$ cat config.mk
export PLATFORM = sky130hd
export DESIGN_NAME = sample_hold_rate_converter_core
export DESIGN_NICKNAME = d
export VERILOG_FILES = /design/src/srconv_pkg.sv /design/src/srconv_front.sv /design/src/srconv_queue.sv /design/src/srconv_back.sv /design/src/sample_hold_rate_converter_core.sv
export SDC_FILE = /design/constraint.sdc
export NUM_CORES = 1
export LEC_CHECK = 0
export BUFFER_PORTS_ARGS = -buffer_cell sky130_fd_sc_hd__buf_2
export CAP_MARGIN = 15
export CORE_MARGIN = 2
export CORE_UTILIZATION = 30
export CTS_CLUSTER_DIAMETER = 200
export DETAILED_ROUTE_END_ITERATION = 8
export GPL_TIMING_DRIVEN = 1
export PLACE_DENSITY = 0.55
export SYNTH_ARGS = -nofsm -noshare
export SYNTH_HDL_FRONTEND = slang
export SYNTH_SLANG_ARGS = --single-unit
$ cat constraint.sdc
create_clock -name clk_i -period 5.9 [get_ports clk_i]
set_clock_uncertainty 0.2 [all_clocks]
set_input_delay 1.18 -clock clk_i [delete_from_list [all_inputs] [get_ports clk_i]]
set_output_delay 1.18 -clock clk_i [all_outputs]
set_load 0.01 [all_outputs]
$ cat src/srconv_pkg.sv
`timescale 1ns / 1ps
// ----------------------------------------------------------------------------
// srconv_pkg
// Shared widths, constants and types of the sample-and-hold rate converter.
// ----------------------------------------------------------------------------
package srconv_pkg;

  // Field widths
  localparam int unsigned SampleW = 8;
  localparam int unsigned RateW   = 20;
  localparam int unsigned PhaseW  = 21;

  // Fixed output rate in Hz, and the lowest source rate honored
  localparam int unsigned OutRate = 12517;
  localparam int unsigned MinRate = 3906;

  // Phase step added for every input item
  localparam logic signed [PhaseW-1:0] OutStep = PhaseW'(OutRate);

  // Default depth of the queue between front and back
  localparam int unsigned QueueDepthDef = 2;

  // One classified item as it waits in the queue
  typedef struct packed {
    logic [SampleW-1:0] held;      // sample with the sign bit flipped
    logic               clip_end;  // phase clears after this item
    logic [RateW-1:0]   rate;      // clamped source rate
  } work_item_t;

  // Queue head as seen by the back part
  typedef struct packed {
    logic       valid;
    work_item_t item;
  } queue_head_t;

  // Back part states
  typedef enum logic {
    BackIdle,
    BackRun
  } back_state_e;

endpackage

$ cat src/srconv_front.sv
`timescale 1ns / 1ps
// ----------------------------------------------------------------------------
// srconv_front
// Holds the source rate register and classifies each incoming item:
// sign conversion of the sample and clamping of the rate.
// ----------------------------------------------------------------------------
module srconv_front (
  input  logic                                 clk_i,
  input  logic                                 rst_ni,
  input  logic                                 cfg_valid,
  output logic                                 cfg_ready,
  input  logic [srconv_pkg::RateW-1:0]         cfg_data_i,
  input  logic [srconv_pkg::SampleW-1:0]       sample_in_i,
  input  logic                                 end_of_clip_i,
  output srconv_pkg::work_item_t               item_o
);
  import srconv_pkg::*;

  logic [RateW-1:0] rate_q, rate_d;
  logic [RateW-1:0] rate_eff;

  // Rate register, always writable
  assign cfg_ready = 1'b1;
  assign rate_d    = (cfg_valid && cfg_ready) ? cfg_data_i : rate_q;

  always_ff @(posedge clk_i or negedge rst_ni) begin
    if (!rst_ni) begin
      rate_q <= RateW'(OutRate);
    end else begin
      rate_q <= rate_d;
    end
  end

  // Slow rates are raised to the floor so one item yields at most four outputs
  assign rate_eff = (rate_q < RateW'(MinRate)) ? RateW'(MinRate) : rate_q;

  // Offset binary to two's complement: flip the top bit
  always_comb begin
    item_o.held     = {~sample_in_i[SampleW-1], sample_in_i[SampleW-2:0]};
    item_o.clip_end = end_of_clip_i;
    item_o.rate     = rate_eff;
  end

endmodule

$ cat src/srconv_queue.sv
`timescale 1ns / 1ps
// ----------------------------------------------------------------------------
// srconv_queue
// Small FIFO of classified items between the front and the back part.
// ----------------------------------------------------------------------------
module srconv_queue #(
  parameter int unsigned Depth = srconv_pkg::QueueDepthDef
) (
  input  logic                    clk_i,
  input  logic                    rst_ni,
  input  logic                    push_i,
  output logic                    full_o,
  input  srconv_pkg::work_item_t  item_i,
  output srconv_pkg::queue_head_t head_o,
  input  logic                    pop_i
);
  import srconv_pkg::*;

  localparam int unsigned PtrW = (Depth > 1) ? $clog2(Depth) : 1;
  localparam int unsigned CntW = $clog2(Depth + 1);

  work_item_t        mem_q [Depth];
  logic [PtrW-1:0]   wr_ptr_q, wr_ptr_d;
  logic [PtrW-1:0]   rd_ptr_q, rd_ptr_d;
  logic [CntW-1:0]   count_q, count_d;
  logic              do_push, do_pop;

  assign full_o       = (count_q == CntW'(Depth));
  assign head_o.valid = (count_q != '0);
  assign head_o.item  = mem_q[rd_ptr_q];

  assign do_push = push_i && !full_o;
  assign do_pop  = pop_i && head_o.valid;

  // Pointer and fill count update
  always_comb begin
    wr_ptr_d = wr_ptr_q;
    rd_ptr_d = rd_ptr_q;
    count_d  = count_q;
    if (do_push) begin
      wr_ptr_d = (wr_ptr_q == PtrW'(Depth - 1)) ? '0 : wr_ptr_q + PtrW'(1);
    end
    if (do_pop) begin
      rd_ptr_d = (rd_ptr_q == PtrW'(Depth - 1)) ? '0 : rd_ptr_q + PtrW'(1);
    end
    if (do_push && !do_pop) begin
      count_d = count_q + CntW'(1);
    end else if (do_pop && !do_push) begin
      count_d = count_q - CntW'(1);
    end
  end

  always_ff @(posedge clk_i or negedge rst_ni) begin
    if (!rst_ni) begin
      wr_ptr_q <= '0;
      rd_ptr_q <= '0;
      count_q  <= '0;
    end else begin
      wr_ptr_q <= wr_ptr_d;
      rd_ptr_q <= rd_ptr_d;
      count_q  <= count_d;
    end
  end

  // Storage, no reset needed
  always_ff @(posedge clk_i) begin
    if (do_push) begin
      mem_q[wr_ptr_q] <= item_i;
    end
  end

endmodule

$ cat src/srconv_back.sv
`timescale 1ns / 1ps
// ----------------------------------------------------------------------------
// srconv_back
// Phase accumulator and hold sequencer: repeats each item's sample once
// per output instant and drives the result register.
// ----------------------------------------------------------------------------
module srconv_back (
  input  logic                                  clk_i,
  input  logic                                  rst_ni,
  input  srconv_pkg::queue_head_t               head_i,
  output logic                                  head_pop_o,
  output logic                                  empty,
  input  logic                                  pop,
  output logic signed [srconv_pkg::SampleW-1:0] sample_out_o,
  output logic                                  last_of_run_o
);
  import srconv_pkg::*;

  back_state_e               state_q, state_d;
  logic signed [PhaseW-1:0]  phase_q, phase_d;
  logic signed [PhaseW-1:0]  phase_in;    // phase after adding the input step
  logic signed [PhaseW-1:0]  phase_dec;   // phase after one output
  work_item_t                work_q, work_d;
  logic                      out_valid_q, out_valid_d;
  logic [SampleW-1:0]        out_sample_q, out_sample_d;
  logic                      out_last_q, out_last_d;
  logic                      out_free;
  logic                      load;
  logic                      emit;
  logic                      run_last;

  assign phase_in  = phase_q + OutStep;
  assign phase_dec = phase_q - signed'({1'b0, work_q.rate});
  assign run_last  = (phase_dec <= 0);
  assign out_free  = !out_valid_q || pop;

  // Next state
  always_comb begin
    state_d = state_q;
    unique case (state_q)
      BackIdle: begin
        if (head_i.valid && (phase_in > 0)) begin
          state_d = BackRun;
        end
      end
      BackRun: begin
        if (out_free && run_last) begin
          state_d = BackIdle;
        end
      end
      default: state_d = BackIdle;
    endcase
  end

  // Outputs of the sequencer
  always_comb begin
    load = 1'b0;
    emit = 1'b0;
    unique case (state_q)
      BackIdle: load = head_i.valid;
      BackRun:  emit = out_free;
      default: begin
        load = 1'b0;
        emit = 1'b0;
      end
    endcase
  end

  assign head_pop_o = load;

  // Phase and working item
  always_comb begin
    phase_d = phase_q;
    work_d  = work_q;
    if (load) begin
      work_d = head_i.item;
      if (phase_in > 0) begin
        phase_d = phase_in;
      end else begin
        // item yields no output; finish it here
        phase_d = head_i.item.clip_end ? '0 : phase_in;
      end
    end else if (emit) begin
      phase_d = (run_last && work_q.clip_end) ? '0 : phase_dec;
    end
  end

  // Result register
  always_comb begin
    out_valid_d  = out_valid_q;
    out_sample_d = out_sample_q;
    out_last_d   = out_last_q;
    if (emit) begin
      out_valid_d  = 1'b1;
      out_sample_d = work_q.held;
      out_last_d   = run_last;
    end else if (pop) begin
      out_valid_d  = 1'b0;
    end
  end

  always_ff @(posedge clk_i or negedge rst_ni) begin
    if (!rst_ni) begin
      state_q     <= BackIdle;
      phase_q     <= '0;
      out_valid_q <= 1'b0;
    end else begin
      state_q     <= state_d;
      phase_q     <= phase_d;
      out_valid_q <= out_valid_d;
    end
  end

  always_ff @(posedge clk_i) begin
    work_q       <= work_d;
    out_sample_q <= out_sample_d;
    out_last_q   <= out_last_d;
  end

  assign empty         = !out_valid_q;
  assign sample_out_o  = signed'(out_sample_q);
  assign last_of_run_o = out_last_q;

  // Checks
  a_run_phase_pos: assert property (@(posedge clk_i) disable iff (!rst_ni)
    (state_q == BackRun) |-> (phase_q > 0))
    else $error("phase not positive while repeating");

  a_idle_phase_nonpos: assert property (@(posedge clk_i) disable iff (!rst_ni)
    (state_q == BackIdle) |-> (phase_q <= 0))
    else $error("phase positive between items");

  a_more_after_unmarked: assert property (@(posedge clk_i) disable iff (!rst_ni)
    (emit && !run_last) |=> (state_q == BackRun))
    else $error("run ended without a marked output");

  a_no_load_while_run: assert property (@(posedge clk_i) disable iff (!rst_ni)
    (state_q == BackRun) |-> !head_pop_o)
    else $error("queue popped during a run");

endmodule

$ cat src/sample_hold_rate_converter_core.sv
`timescale 1ns / 1ps
// ----------------------------------------------------------------------------
// sample_hold_rate_converter_core
// Zero-order-hold rate converter: unsigned 8-bit samples at a configured
// source rate in, signed 8-bit samples at 12517 Hz out.
// ----------------------------------------------------------------------------
//  Channel   Handshake              Payload
//  input     push / full            sample_in_i, end_of_clip_i
//  result    empty / pop            sample_out_o, last_of_run_o
//  config    cfg_valid / cfg_ready  cfg_data_i (source rate, Hz)
//
//  An item yields n = 0..4 outputs in the back part: the phase sequencer loads
//  it, then emits one output per cycle while the result register is free.
//  The front and its queue (QueueDepth items) keep taking items during a run.
//  Reset clears the queue, the result valid flag and the phase; the source
//  rate resets to 12517. A stalled pop holds the sequencer, not the front.
// ----------------------------------------------------------------------------
module sample_hold_rate_converter_core #(
  parameter int unsigned QueueDepth = srconv_pkg::QueueDepthDef
) (
  input  logic                                  clk_i,
  input  logic                                  rst_ni,
  input  logic                                  cfg_valid,
  output logic                                  cfg_ready,
  input  logic [srconv_pkg::RateW-1:0]          cfg_data_i,
  input  logic                                  push,
  output logic                                  full,
  input  logic [srconv_pkg::SampleW-1:0]        sample_in_i,
  input  logic                                  end_of_clip_i,
  output logic                                  empty,
  input  logic                                  pop,
  output logic signed [srconv_pkg::SampleW-1:0] sample_out_o,
  output logic                                  last_of_run_o
);
  import srconv_pkg::*;

  work_item_t  front_item;
  queue_head_t head;
  logic        head_pop;

  srconv_front u_front (
    .clk_i         (clk_i),
    .rst_ni        (rst_ni),
    .cfg_valid     (cfg_valid),
    .cfg_ready     (cfg_ready),
    .cfg_data_i    (cfg_data_i),
    .sample_in_i   (sample_in_i),
    .end_of_clip_i (end_of_clip_i),
    .item_o        (front_item)
  );

  srconv_queue #(
    .Depth (QueueDepth)
  ) u_queue (
    .clk_i  (clk_i),
    .rst_ni (rst_ni),
    .push_i (push),
    .full_o (full),
    .item_i (front_item),
    .head_o (head),
    .pop_i  (head_pop)
  );

  srconv_back u_back (
    .clk_i         (clk_i),
    .rst_ni        (rst_ni),
    .head_i        (head),
    .head_pop_o    (head_pop),
    .empty         (empty),
    .pop           (pop),
    .sample_out_o  (sample_out_o),
    .last_of_run_o (last_of_run_o)
  );

endmodule
# --- Word-level counts from Yosys, hierarchy flattened ---
# Memory sizes are Yosys's and may differ from the RTL's.
# Cells that the tools add are included.
totals:
  regBits: 85
  inputBits: 34
  memories: 1
  out_inout_bits: 12
  ram_bits: 58
  elab_cells: 60
op_classes:
  order_cmp: 3
  muxes: 19
  n_eq_ne: 1
  n_addsub: 6
  n_reduce_logical: 16
  bitwise_logic: 2
mem_list:
  columns: ["memory", "words", "word_bits", "rd", "rd_clocked_by_memory_dff", "write_ports", "line", "source"]
  rows:
  - ["u_queue.mem_q", 2, 29, 1, 0, 1, "srconv_queue.sv:22", "work_item_t mem_q [Depth];"]
ops:
  columns: ["cell", "n"]
  rows:
  - ["two-way mux 21 bit", 5]
  - ["adder 21 x 15 -> 21 bit (second input constant)", 1]
  - ["greater-than comparator 21 x 1 -> 1 bit (second input constant)", 1]
  - ["less-or-equal comparator 21 x 1 -> 1 bit (second input constant)", 1]
  - ["subtractor 21 bit", 1]
  - ["less-than comparator 20 x 12 -> 1 bit (second input constant)", 1]
  - ["two-way mux 20 bit", 1]
  - ["two-way mux 1 bit", 10]
  - ["nonzero test 2 bit", 4]
  - ["logical AND 1 bit", 7]
  - ["zero test 1 bit", 4]
  - ["two-way mux 2 bit", 2]
  - ["adder 1 bit (second input constant)", 2]
  - ["adder 2 x 1 -> 2 bit (second input constant)", 1]
  - ["equality test 2 bit (second input constant)", 1]
  - ["NOT 1 bit", 2]
  - ["one-hot mux 1 bit (2 select lines)", 1]
  - ["subtractor 2 x 1 -> 2 bit (second input constant)", 1]
  - ["logical OR 1 bit", 1]

# --- Longest topological paths before layout ---
depth:
  ltp_word: 7
  ltp_mapped: 12
  ltp_nobuf: 11

# --- Cells and area by module ---
# Synthesis repeated with hierarchy kept, for this count alone.
hier_totals:
  hier_cells: 644
  hier_area_um2: 7519.7
by_module_without_submodules:
  columns: ["module", "seq_area_each_um2", "cells_each", "area_per_inst_um2", "instances"]
  rows:
  - ["srconv_back", 1716.6, 449, 4181.5, 1]
  - ["srconv_queue", 1841.8, 109, 2309.7, 1]
  - ["srconv_front", 509.2, 86, 1028.5, 1]

# --- Least setup slack after synthesis ---
# No wires, ideal clock.
synth_path:
  kind: "input to register"
  start: "in push"
  end: "mem u_queue.mem_q[0][0] (netlist name), enable pin"
  path_stages: 2
  t_arrival_ns: 2.500
  required_time_ns: 5.285
  setup_slack_ns: 2.786
  n_path_buf: 0
  path_cell_list: "nand2_1 nor2_1"
synth_via:
  elab_chain_cells: 3
synth_lines:
  columns: ["element", "line", "source"]
  rows:
  - ["start: declaration", "sample_hold_rate_converter_core.sv:26", "input logic push,"]
  - ["logical AND 1 bit", "srconv_queue.sv:32", "assign do_push = push_i && !full_o;"]
  - ["two-way mux 1 bit", "srconv_queue.sv:67", "if (do_push) begin"]
  - ["two-way mux 1 bit (implied by the code)", "srconv_queue.sv:68", "mem_q[wr_ptr_q] <= item_i;"]
  - ["end: declaration", "srconv_queue.sv:22", null]
# No other way between the ends.

# --- Worst setup path in the final report ---
layout_path:
  start: "reg u_back.phase_q[0]"
  end: "reg u_back.out_last_q, in the netlist u_back.last_of_run_o, data pin"
layout_via:
  elab_chain_cells: 2
layout_lines:
  columns: ["element", "line", "source"]
  rows:
  - ["start: declaration", "srconv_back.sv:20", "logic signed [PhaseW-1:0] phase_q, phase_d;"]
  - ["start signal: assignment", "srconv_back.sv:109", "phase_q <= phase_d;"]
  - ["subtractor 21 bit", "srconv_back.sv:33", "assign phase_dec = phase_q - signed'({1'b0, work_q.rate});"]
  - ["less-or-equal comparator 21 x 1 -> 1 bit", "srconv_back.sv:34", "assign run_last = (phase_dec <= 0);"]
  - ["via u_back.run_last", "srconv_back.sv:30", "logic run_last;"]
  - ["end signal: assignment", "srconv_back.sv:117", "out_last_q <= out_last_d;"]
  - ["end: declaration", "srconv_back.sv:26", "logic out_last_q, out_last_d;"]
# The timed path passes the listed nets, and every way through them passes these cells.
# A chain may end at the register's enable or synchronous reset.

==> Flow_metrics.wiki <==
{| class="wikitable"
! Metric !! Value
|-
| Status || completed
|-
| Dominant combinational cell family by area after synthesis || compound AO/OA/AOI/OAI gates
|-
| Shortest period the worst path allows || 3.65 ns
|-
| Post-Syn Instances || 643
|-
| Total clock sinks || 143
|-
| Die width || 162 um
|-
| Switching power as a share of total power || 40.3%
|-
| Sequential fraction of the synthesis area || 54.4%
|-
| Biggest area contributors in the synthesized netlist || sky130_fd_sc_hd__edfxtp_1 39%, sky130_fd_sc_hd__dfrtp_1 13%, sky130_fd_sc_hd__mux2_2 7.4%, sky130_fd_sc_hd__ha_1 3.8%, sky130_fd_sc_hd__dfstp_2 2.5%
|-
| Global-route track usage on met1 || 17.8%
|-
| Depth of the critical timing path with buffers and inverters included || 11
|-
| Global-route total usage across every layer || 12.8%
|-
| Total power || 5.46 mW
|-
| Post-Synth Adder-Cell Area || 4.12%
|-
| Max-slew violations || 0
|-
| Starting DRC count in detailed routing || 341
|-
| Initial cell density of the core || 30.7%
|-
| Net Switching || 2.20 mW
|-
| Largest net degree at the start of global routing || 48
|-
| Peak ir drop on the vdd network || 265 uV
|-
| Congestion Overflow GR || 0
|-
| CTS max path bufs || 2
|-
| Warning count from the yosys run || 0
|-
| Routing usage on met2 || 20.3%
|-
| Number of cells on the worst hold path || 0
|-
| CTS clk-pin slew, worst paths || 0.06 ns
|-
| Ratio of cells with drive above 1 in the final layout || 22.2%
|-
| Fraction of the mapped netlist area in compound gates || 14.4%
|-
| Post-synthesis mux area share || 7.81%
|-
| Setup slack at placement || 2.36 ns
|-
| Routed length per instance || 15.6 um
|-
| Share of synthesized flip-flops with an asynchronous set or reset || 32.9%
|-
| Via count of the first global-routing pass || 4,991
|-
| Portion of total power attributed to sequential cells || 32.3%
|-
| Top cell family by delay on the critical path || simple AND/OR/NAND/NOR gates
|-
| Xor-xnor portion of the synthesized cell area || 2.58%
|-
| Final number of setup-violating endpoints || 0
|-
| Chip Height || 162 um
|-
| Number of nets in the finished design || 733
|-
| Class of the tightest hold or removal check || flip-flop to flip-flop
|-
| Area of the die || 26,200 um2
|-
| WP data arrival || 3.73 ns
|-
| Hold Path Origin || u_back.work_q[28]
|-
| CTS hold repair buffers || 0
|-
| Post-route DRC violation count || 0
|-
| Share of Yosys cell area claimed by the top area cell type || 38.5%
|-
| Power share of the clock group || 21.3%
|-
| Kind of end point of the critical path || flip-flop
|-
| Setup TNS after final layout || 0 ns
|-
| Slew headroom || 28.7%
|-
| Power density relative to cell area || 634 nW/um2
|-
| Antenna Cells || 0
|-
| Top_reg_cell synth || sky130_fd_sc_hd__edfxtp_1
|-
| Category of the most critical setup path || flip-flop to flip-flop
|-
| Top fanout value on the critical path || 5
|-
| First-pass GRT wire length || 26,500 um
|-
| Clk root buf || sky130_fd_sc_hd__clkbuf_16
|-
| Slowest cell on the critical path || sky130_fd_sc_hd__nor4_1
|-
| CTS buffer count || 17
|-
| Final Hold Viols || 0
|-
| I/O pins || 46
|-
| Number of cell rows || 57
|-
| Worst path max stage delay || 0.46 ns
|-
| Max Clock Freq || 274 MHz
|-
| Reg2reg start || u_back.phase_q[0]
|-
| Cell with the most instances after synthesis || sky130_fd_sc_hd__edfxtp_1
|-
| Number of enable-type register cells in the synthesized netlist || 96
|-
| R2R depth || 11
|-
| Total of flip-flops plus latches after synthesis || 143
|-
| Mapped Avg Cell Area || 11.6 um2
|-
| Vias after detailed routing || 5,040
|-
| Clock tree from TritonCTS || done
|-
| Post-Synthesis Cell Area || 7480 um2
|-
| Worst-path cell chain || inv_1 > ha_1 > fa_1 > nor2b_1 > o21a_1 > o2111ai_1 > and3_1 > or3_1 > nand4bb_1 > nor4_1 > or2_1
|-
| Total Wirelength || 15,800 um
|-
| Mean number of vias per cell || 4.98
|-
| Share of the clock period used by the worst path || 61.8%
|-
| H-Tree Level Count || 4
|-
| # Post-CTS Setup Buffers || 0
|-
| Number of buffer cells added on primary ports || 44
|-
| Placed wire-length estimate after detailed placement || 11,100 um
|-
| Number of routed nets with antenna violations || 0
|-
| Quantity of gates resized following cts || 0
|-
| Number of buffer and inverter stages on the critical path || 1
|-
| Simple logic cell fraction of the synthesized area || 12.8%
|-
| Cell Int Power || 3.26 mW
|-
| Busiest layer in global routing || met2
|-
| Origin of the worst setup path || u_back.phase_q[0]
|-
| Setup slack after layout || 2.25 ns
|-
| Kind of start point of the critical path || flip-flop
|-
| Minimum hold slack || 0.217 ns
|-
| Number of maximum-capacitance constraint violations || 0
|-
| Leakage || 3.40 nW
|-
| Layout overhead on the synthesized area || 15.2%
|-
| Clock latency on the worst-skew pair || 0.42 ns
|-
| Worst Max-Slew Pin Slew || 1.07 ns
|-
| Number of antenna violations at the first check in global routing || 0
|-
| Top cell types by occurrence after synthesis || 96 x sky130_fd_sc_hd__edfxtp_1, 49 x sky130_fd_sc_hd__mux2_2, 40 x sky130_fd_sc_hd__dfrtp_1
|-
| First-pass iteration count of the detailed router || 5
|-
| Post-synthesis net count || 701
|-
| Comb power frac || 46.5%
|-
| Netlist cell types || 76
|-
| Setup repair after global routing missed its margin || false
|-
| Placeable core region || 24,400 um2
|-
| Cell taking the most area after synthesis || sky130_fd_sc_hd__edfxtp_1
|-
| RePlAce Congestion || 0.824
|-
| Fraction of met3 tracks used by global routing || 1.99%
|-
| CP required || 5.99 ns
|}
-- final cells by class --
cell class,instances,area [um2]
clock buffers,20,447
flip-flops and latches,143,4070
fillers,2455,15800
multi-input cells,429,3120
inverters,35,131
clock inverters,12,184
repair buffers,49,258
well taps,324,405
-- power groups by stage --
stage	Clock (mW)	Sequential [mW]	Combinational (mW)
after global routing	1.23	1.80	2.84
final	1.16	1.76	2.54
after detailed placement	0	1.78	2.53
after CTS	1.19	1.76	2.54
after floorplan	0	1.67	1.97
after global placement	0	1.77	2.51
-- per-stage QoR --
stage	area [um2]	std cells	utilization [%]
3_3_place_gp	7980	980	32.7
2_1_floorplan	7480	643	-
5_1_grt	8610	1012	35.3
4_1_cts	8610	1012	35.3
3_5_place_dp	7980	980	32.7
6_report	8610	1012	35.3
-- cell usage in the layout (no fill, tap or decap), drive strengths merged, types with 20 or more instances in the layout --
master	n
edfxtp	96
mux2	49
buf	49
dfrtp	40
nand2	39
inv	39
nor2	34
a21oi	33
o21ai	27
ha	23
clkbuf	20
-- kinds of logic (layout without fill, tap and decap cells) --
kind of cell	count (synthesis)	in the layout
xor gates and xnor gates	22	22
muxes	51	51
adders and majority gates	24	24
DFF	143	143
buffers and inverters	71	116
AOI/OAI and AO/OA	152	152
and+or+nand+nor	179	179
other	1	1
-- state kept, by name, indices dropped and copies added, names as in the netlist --
signal                flops
u_queue.wr_ptr_q          1
u_back.state_q            1
u_back.work_q            29
u_queue.rd_ptr_q          1
u_back.out_valid_q        1
u_front.rate_q           20
u_back.last_of_run_o      1
u_back.sample_out_o       8
u_queue.count_q           2
u_queue.mem_q            58
u_back.phase_q           21
-- worst paths after layout --
check                                          to  slack [ns]
max in group asynchronous       u_front.rate_q[8]        4.38
max reg2reg                  u_back.last_of_run_o        2.25
max                          u_back.last_of_run_o        2.25
min reg2reg                u_back.sample_out_o[7]        0.22
min in group asynchronous      u_back.phase_q[15]        0.68
min                        u_back.sample_out_o[7]        0.22
-- metal layers --
layer | vias to the layer above | share of wire [%]
li1 | 2466 | -
met1 | 2432 | 48
met2 | 123 | 46
met3 | 19 | 3.6
met4 | 0 | 1.8
met5 | - | 0
-- worst register-to-register path, delay by kind of cell, from the launching register on --
family	cells	cell delay, ns
AO/OA/AOI/OAI	2	0.48
buffers and inverters	1	0.11
adder cells (fa/ha/maj)	2	0.63
AND/OR/NAND/NOR	6	1.69
flip-flops	1	0.42
Note: power is estimated with default switching activity, not from simulation.
